==> src/hdl/gsc_pkg.sv <==
// ----------------------------------------------------------------------------
// gsc_pkg: shared types and constants for the geodetic to Cartesian converter
// Field widths, fixed-point constants and the CORDIC arctangent table.
// ----------------------------------------------------------------------------
package gsc_pkg;

	localparam int ANGLE_W = 32;
	localparam int ALT_W   = 31;
	localparam int RAD_W   = 33;
	localparam int OUT_W   = 35;
	localparam int RHO_W   = 35;
	localparam int TRIG_W  = 44;
	localparam int Z_W     = 64;

	localparam logic [63:0] PI_Q60       = 64'h3243F6A8885A308D;
	localparam logic [29:0] PI_HI        = 30'h3243F6A8;
	localparam logic [31:0] PI_LO        = 32'h885A308D;
	localparam logic [63:0] GAIN_Q40     = 64'd667681663043;
	localparam logic [RAD_W-1:0] RADIUS_RESET = 33'd6371000000;

	typedef logic signed [TRIG_W-1:0] trig_t;
	typedef logic signed [Z_W-1:0]    zang_t;

	// restoring division, evaluated on constants only
	function automatic logic [63:0] udiv_const(input logic [63:0] num,
		input logic [63:0] den);
		logic [63:0] q;
		logic [63:0] r;
		q = '0;
		r = '0;
		for (int b = 63; b >= 0; b--) begin
			r = {r[62:0], num[b]};
			if (r >= den) begin
				r    = r - den;
				q[b] = 1'b1;
			end
		end
		return q;
	endfunction

	// arctangent of 2^-i in Q60 radians, built from the series
	function automatic zang_t atan_q60(input int i);
		logic [63:0] sum;
		logic [63:0] t;
		int          e;
		sum = '0;
		if (i == 0) begin
			sum = PI_Q60 >> 2;
		end else begin
			for (int k = 0; k < 64; k++) begin
				e = i * (2 * k + 1);
				if (e <= 60) begin
					t   = udiv_const(64'd1 << (60 - e), 64'(2 * k + 1));
					sum = k[0] ? sum - t : sum + t;
				end
			end
		end
		return zang_t'(sum);
	endfunction

endpackage

==> src/hdl/gsc_skid.sv <==
// ----------------------------------------------------------------------------
// gsc_skid: two-entry output buffer
// Registered result plus one skid entry; ready to the pipeline is registered.
// ----------------------------------------------------------------------------
module gsc_skid
	import gsc_pkg::*;
#(
	parameter int W = 112
) (
	input  logic         clk,
	input  logic         arst_n,
	input  logic         in_valid,
	input  logic [W-1:0] in_data,
	output logic         in_ready,
	output logic         out_valid,
	output logic [W-1:0] out_data,
	input  logic         out_ready
);

	logic         skid_valid_q;
	logic [W-1:0] skid_data_q;
	logic         in_fire;

	assign in_ready = !skid_valid_q;
	assign in_fire  = in_valid && in_ready;

	always_ff @(posedge clk or negedge arst_n) begin
		if (!arst_n) begin
			out_valid    <= 1'b0;
			skid_valid_q <= 1'b0;
		end else if (!out_valid || out_ready) begin
			if (skid_valid_q) begin
				out_valid    <= 1'b1;
				skid_valid_q <= 1'b0;
			end else begin
				out_valid <= in_fire;
			end
		end else if (in_fire) begin
			skid_valid_q <= 1'b1;
		end
	end

	always_ff @(posedge clk) begin
		if (!out_valid || out_ready) begin
			out_data <= skid_valid_q ? skid_data_q : in_data;
		end else if (in_fire) begin
			skid_data_q <= in_data;
		end
	end

endmodule

==> config.mk <==
export PLATFORM = sky130hd
export DESIGN_NAME = gsc_skid
export DESIGN_NICKNAME = d
export VERILOG_FILES = /design/src/hdl/gsc_pkg.sv /design/src/hdl/gsc_skid.sv
export SDC_FILE = /design/constraint.sdc
export NUM_CORES = 1
export LEC_CHECK = 0
export BUFFER_PORTS_ARGS = -buffer_cell sky130_fd_sc_hd__buf_2
export CAP_MARGIN = 10
export CORE_MARGIN = 1.5
export CORE_UTILIZATION = 31
export DETAILED_ROUTE_END_ITERATION = 10
export HOLD_SLACK_MARGIN = 0.03
export SYNTH_ARGS = -nofsm -noshare
export SYNTH_HDL_FRONTEND = slang
export SYNTH_SLANG_ARGS = --single-unit
==> constraint.sdc <==
create_clock -name clk -period 22.9 [get_ports clk]
set_clock_uncertainty 0.1 [all_clocks]
set_input_delay 3.435 -clock clk [delete_from_list [all_inputs] [get_ports clk]]
set_output_delay 3.435 -clock clk [all_outputs]
set_load 0.02 [all_outputs]
==> results of run 1 <==
==> power breakdown <==
part           total (mW)  leakage (nW)  switching (mW)  internal (mW)
registers           0.501          2.17          0.0107          0.491
clock network       0.358         0.357           0.149          0.209
logic              0.0995          1.53          0.0577         0.0418
total               0.959          4.06           0.217          0.741
==> layout make-up <==
type                    count  share of cell area [%]
clock buffers              30                    6.09
multi-input cells         117                    13.9
inverters                   1                  0.0355
well taps                 335                    3.96
flip-flops and latches    226                    64.1
clock inverters            12                   0.733
repair buffers            233                    11.1
diodes                      1                  0.0237
==> metal layers <==
metal  up-vias  share of wire [%]
li1       1923                  -
met1      2063                 42
met2       168                 47
met3        21                8.7
met4         0                2.3
met5         -                  0
==> cell usage in the layout, fill, tap and decap left out, drive strengths merged <==
cell type,netlist,final
mux2,112,112
inv,1,1
edfxtp,224,224
nor2,2,2
dfrtp,2,2
buf,13,233
nor3b,1,1
diode,0,1
nand2,1,1
nand2b,1,1
clkbuf,0,30
clkinv,0,11
bufinv,0,1
==> kinds of logic (layout without fill, tap and decap cells) <==
logic type,count (synthesis),in the layout,synth area share (%)
buffers and inverters,14,276,1.35
DFF,226,226,81.1
muxes,112,112,17.2
other,0,1,0
and+or+nand+nor,5,5,0.300
==> cell usage after synthesis, drive strengths merged <==
cell and n:
nor2 2, buf 13, mux2 112, nor3b 1, nand2 1, dfrtp 2, edfxtp 224, nand2b 1
inv 1
==> flip-flops by register name (all words and copies together), names as in the netlist <==
signal	count
out_valid	1
out_data	112
skid_data_q	112
skid_valid_q	1
==> stage by stage <==
step | hold slack (ns) | instances
after floorplan | 0.423 | 357
after global placement | 0.428 | 912
after detailed placement | 0.431 | 912
after CTS | 0.444 | 954
after global routing | 0.449 | 955
final | 0.444 | 955
==> critical path, delay by kind of cell <==
family	cells	cell delay (ns)
buffers and inverters	3	1.43
AND/OR/NAND/NOR	2	0.80
==> worst paths after layout <==
path	end	start
min in group asynchronous	skid_valid_q	arst_n
min	out_data[13]	skid_data_q[13]
max in group asynchronous	skid_valid_q	arst_n
min reg2reg	out_data[13]	skid_data_q[13]
max reg2reg	skid_data_q[1]	out_valid
max	skid_data_q[1]	out_ready
==> results.sh, run 1 <==
export IMPL_synthTopCellsByArea="sky130_fd_sc_hd__edfxtp_1, sky130_fd_sc_hd__mux2_2, sky130_fd_sc_hd__mux2_4"
export IMPL_worstRegToRegCells=4
export IMPL_routed_via_count=4175
export IMPL_grt_use_total_pct=11.5
export IMPL_timing_final_setup_violations=0
export IMPL_post_synth_top_area_cell="sky130_fd_sc_hd__edfxtp_1"
export IMPL_timing_hold_worst_path_depth=1
export IMPL_row_count=59
export IMPL_path_cells="buf_2, nand2b_4, nor3b_2, buf_4, buf_4"
export IMPL_tightestPinTransition_ns=1.08
export IMPL_first_iter_violations=276
export IMPL_cts_htree_levels=1
export IMPL_globalRoute_busiestLayer="met2"
export IMPL_seq_area_frac_synth_pct=81.1
export IMPL_finish_net_count=719
export IMPL_detail_route_antenna_nets=0
export IMPL_die_y_um=167
export IMPL_cts_resized_gates=0
export IMPL_post_route_cells_drive_above_1_share_pct=61.2
export IMPL_grt_use_met2_pct=18.7
export IMPL_power_density_nw_per_um2=90.6
export IMPL_max_freq_mhz=174
export IMPL_post_cts_setup_buffers=0
export IMPL_clock_sinks=226
export IMPL_timing_critical_path_mode_cell="sky130_fd_sc_hd__buf_4"
export IMPL_grt_antenna_before_repair=1
export IMPL_grt_max_degree=65
export IMPL_post_layout_total_power_mw=0.959
export IMPL_timing_reg2reg_setup_slack_ns=19.85
export IMPL_buffer_ports_inserted=229
export IMPL_report_final_slew_viol_count=0
export IMPL_clk_path_buf_depth=3
export IMPL_leakagePower_nw=4.06
export IMPL_final_min_clock_period_ns=5.75
export IMPL_final_design_area_no_fill_um2=10600
export IMPL_clock_insertion_delay_worst_skew_ns=0.50
export IMPL_met1_usage_pct=14.4
export IMPL_root_buffer="sky130_fd_sc_hd__clkbuf_16"
export IMPL_fin_crit_sh_pct=25.1
export IMPL_wl_mm=16.4
export IMPL_critical_path_at_ns=5.78
export IMPL_timing_final_ws_setup_ns=17.15
export IMPL_cts_reportedPaths_clkPinSlew_ns=0.06
export IMPL_worst_hold_path_type="register to register"
export IMPL_final_hold_violation_count=0
export IMPL_die_area_um2=27900
export IMPL_postSynthNetCount=473
export IMPL_synth_area_per_cell_um2=23.4
export IMPL_tritoncts="built"
export IMPL_slowest_stage="sky130_fd_sc_hd__buf_4"
export IMPL_dpl_instance_area_um2=9850
export IMPL_dpl_worst_slack_ns=16.51
export IMPL_crit_path_max_incr_delay_ns=0.72
export IMPL_groute_layer_met3_usage_pct=4.18
export IMPL_yosys_area_top_type_share_pct=80.5
export IMPL_drv_max_cap_violation_count=0
export IMPL_worst_setup_path_start_kind="input pin"
export IMPL_wire_per_inst_um=17.2
export IMPL_crit_required_ns=22.93
export IMPL_detailed_place_hpwl_mm=10.6
export IMPL_timing_max_slew_rel_slack_pct=27.8
export IMPL_synth_yosys_warnings=0
export IMPL_synth_seq_cells=226
export IMPL_numCtsBuffers=24
export IMPL_synthToLayoutAreaGrowth_pct=26.7
export IMPL_fin_setup_tns_ns=0
export IMPL_drc_markers=0
export IMPL_multiInputGateArea_um2=1480
export IMPL_crit_path_max_fanout=58
export IMPL_final_seq_area_um2=6780
export IMPL_post_route_util_pct=40.3
export IMPL_synth_cell_type_count=11
export IMPL_core_region_area_um2=26300
export IMPL_layout_filler_cells=2380
export IMPL_outcome="completed"
export IMPL_gr_total_overflow=0
export IMPL_global_route_wire_length_before_repair_mm=25.4
export IMPL_num_io_pins=230
export IMPL_syn_instance_count=357
export IMPL_kind_of_end_point_of_the_critical_path="register"
export IMPL_grt_pass1_vias=4546
export IMPL_starting_utilization_of_the_core_area_pct=31.8
export IMPL_irDropWorstVdd_mv=0.0483
export IMPL_critical_path_class="input pin to register"
export IMPL_drt_pass1_iterations=4
export IMPL_grt_setup_unrepaired="no"
export IMPL_die_w_um=167
export IMPL_mappedNetlistArea_um2=8350
export IMPL_post_drt_via_cell_ratio=4.37
export IMPL_hold_buffers=0
export IMPL_globalplace_congestion=0.749
Note: power is estimated with default switching activity, not from simulation.
==> run 2, diff against run 1 <==
==> constraint.sdc (replaced) <==
create_clock -name clk -period 5.1 [get_ports clk]
set_clock_uncertainty 0.1 [all_clocks]
set_input_delay 0.765 -clock clk [delete_from_list [all_inputs] [get_ports clk]]
set_output_delay 0.765 -clock clk [all_outputs]
set_load 0.02 [all_outputs]
==> run 2 against run 1 <==
Net effect:
- first-iteration DRC count down 9.4%
- via count about the same
- largest cell class unchanged
- count of clock-buffer cells in the layout down 2
- non-clock buffer count up 2
- register-to-register slack worse by 17 ns
==> results.sh, run 2 (synthesis results as in run 1) <==
export IMPL_grt_setup_unrepaired="no"
export IMPL_cts_resized_gates=0
export IMPL_detail_route_antenna_nets=0
export IMPL_irDropWorstVdd_mv=0.230
export IMPL_grt_max_degree=71
export IMPL_clock_sinks=226
export IMPL_grt_antenna_before_repair=0
export IMPL_detailed_place_hpwl_mm=10.9
export IMPL_final_common_cell="sky130_fd_sc_hd__buf_2"
export IMPL_outcome="completed"
export IMPL_worstRegToRegCells=3
export IMPL_fin_crit_sh_pct=49.8
export IMPL_setup_worst_path_start="out_ready"
export IMPL_max_freq_mhz=394
export IMPL_rr_startpoint="out_valid"
export IMPL_final_hold_violation_count=0
export IMPL_report_final_slew_viol_count=0
export IMPL_die_w_um=167
export IMPL_num_antenna_cells=0
export IMPL_clk_path_buf_depth=3
export IMPL_tightestPinTransition_ns=0.988
export IMPL_wl_mm=16.6
export IMPL_critical_path_class="input pin to register"
export IMPL_numCtsBuffers=25
export IMPL_starting_utilization_of_the_core_area_pct=31.8
export IMPL_leakagePower_nw=4.08
export IMPL_crit_path_end="skid_data_q[69]"
export IMPL_globalplace_congestion=0.725
export IMPL_wire_per_inst_um=17.3
export IMPL_worst_hold_path_type="input pin to register"
export IMPL_drc_markers=0
export IMPL_cts_reportedPaths_clkPinSlew_ns=0.06
export IMPL_drt_pass1_iterations=4
export IMPL_tritoncts="built"
export IMPL_gr_total_overflow=0
export IMPL_post_drt_via_cell_ratio=4.36
export IMPL_clock_insertion_delay_worst_skew_ns=0.50
export IMPL_r2r_end="skid_data_q[69]"
export IMPL_core_region_area_um2=26300
export IMPL_fin_setup_tns_ns=0
export IMPL_slowest_stage="sky130_fd_sc_hd__buf_4"
export IMPL_buffer_ports_inserted=229
export IMPL_critical_path_at_ns=2.56
export IMPL_layout_cells_most_common_list="sky130_fd_sc_hd__buf_2, sky130_fd_sc_hd__edfxtp_1, sky130_fd_sc_hd__mux2_2"
export IMPL_final_cells=958
export IMPL_cts_htree_levels=1
export IMPL_crit_path_max_incr_delay_ns=0.73
export IMPL_path_cells="buf_2, nand2b_4, nor3b_4, buf_4"
export IMPL_routed_via_count=4178
export IMPL_die_y_um=167
export IMPL_final_min_clock_period_ns=2.54
export IMPL_drv_max_cap_violation_count=0
export IMPL_timing_critical_path_max_delay_family="buffers and inverters"
export IMPL_grt_use_total_pct=11.6
export IMPL_kind_of_end_point_of_the_critical_path="register"
export IMPL_power_density_nw_per_um2=408
export IMPL_post_route_cells_drive_above_1_share_pct=61.5
export IMPL_num_io_pins=230
export IMPL_first_iter_violations=250
export IMPL_synthToLayoutAreaGrowth_pct=27.1
export IMPL_grt_pass1_vias=4554
export IMPL_die_area_um2=27900
export IMPL_crit_path_max_fanout=70
export IMPL_worst_setup_path_start_kind="input pin"
export IMPL_crit_required_ns=5.12
export IMPL_dp_cells=913
export IMPL_worst_path_stages=4
export IMPL_timing_final_setup_violations=0
export IMPL_timing_reg2reg_setup_slack_ns=2.60
export IMPL_root_buffer="sky130_fd_sc_hd__clkbuf_16"
export IMPL_timing_critical_path_buf_inv=2
export IMPL_finish_net_count=722
export IMPL_row_count=59
export IMPL_timing_max_slew_rel_slack_pct=34.1
export IMPL_global_route_wire_length_before_repair_mm=25.8
export IMPL_layout_top_registers="out_data (112), skid_data_q (112)"
export IMPL_post_layout_total_power_mw=4.33
## run 2: changes by cell type in the layout (fill, tap and decap cells not counted)
cell / previous run / this run
sky130_fd_sc_hd__clkbuf_1: 5 / 3
sky130_fd_sc_hd__dlygate4sd3_1: 0 / 1
sky130_fd_sc_hd__nor3b_2: 1 / 0
sky130_fd_sc_hd__nor3b_4: 0 / 1
sky130_fd_sc_hd__diode_2: 1 / 0
sky130_fd_sc_hd__clkinv_2: 5 / 6
sky130_fd_sc_hd__buf_4: 4 / 5
sky130_fd_sc_hd__clkinvlp_4: 0 / 2
sky130_fd_sc_hd__clkinv_1: 6 / 7
## run 2: routing by layer
| metal | up-vias | track usage [%] | routed length, um |
|---|---|---|---|
| li1 | 1922 | - | - |
| met1 | 2070 | 14.7 | 6930 |
| met5 | - | 0 | 0 |
| met2 | 155 | 19.2 | 7950 |
| met3 | 31 | 3.78 | 1250 |
| met4 | 0 | 3.41 | 464 |
## run 2: worst min-delay path by stage
stage	startpoint	endpoint	slack, ns	cells after the start
3_5_place_dp	skid_data_q[58]	out_data[58]	0.43	1
2_1_floorplan	arst_n	out_valid	0.37	0
3_3_place_gp	skid_data_q[51]	out_data[51]	0.43	1
4_1_cts	in_data[109]	skid_data_q[109]	0.32	1
5_1_grt	in_data[2]	skid_data_q[2]	0.32	1
6_report	in_data[60]	skid_data_q[60]	0.35	1
## run 2: report_power, final
part | switching, mW | leakage (nW) | internal [mW]
clock | 0.693 | 0.360 | 0.941
combinational | 0.260 | 1.54 | 0.188
sequential | 0.0465 | 2.17 | 2.20
total | 0.999 | 4.08 | 3.33
## run 2: repair_timing
action,4_1_cts,5_1_grt
hold buffers,1,0
endpoints found under the hold margin,2,0
setup buffers,0,0
## run 2: layout make-up
type                    count  area [um2]
repair buffers            235        1190
well taps                 335         419
fillers                  2429       15700
clock buffers              28         637
multi-input cells         117        1480
inverters                   1        3.75
flip-flops and latches    226        6780
clock inverters            16         101
## run 2: metrics by stage
stage / instance area, um2 / hold slack, ns / setup slack (ns) / utilization (%)
final: 10600 / 0.350 / 2.56 / 40.4
after floorplan: 8370 / 0.369 / 0.0192 / -
after global routing: 10600 / 0.320 / 2.37 / 40.4
after CTS: 10600 / 0.315 / 2.52 / 40.4
after global placement: 9870 / 0.428 / 2.08 / 37.6
after detailed placement: 9870 / 0.431 / 2.00 / 37.6
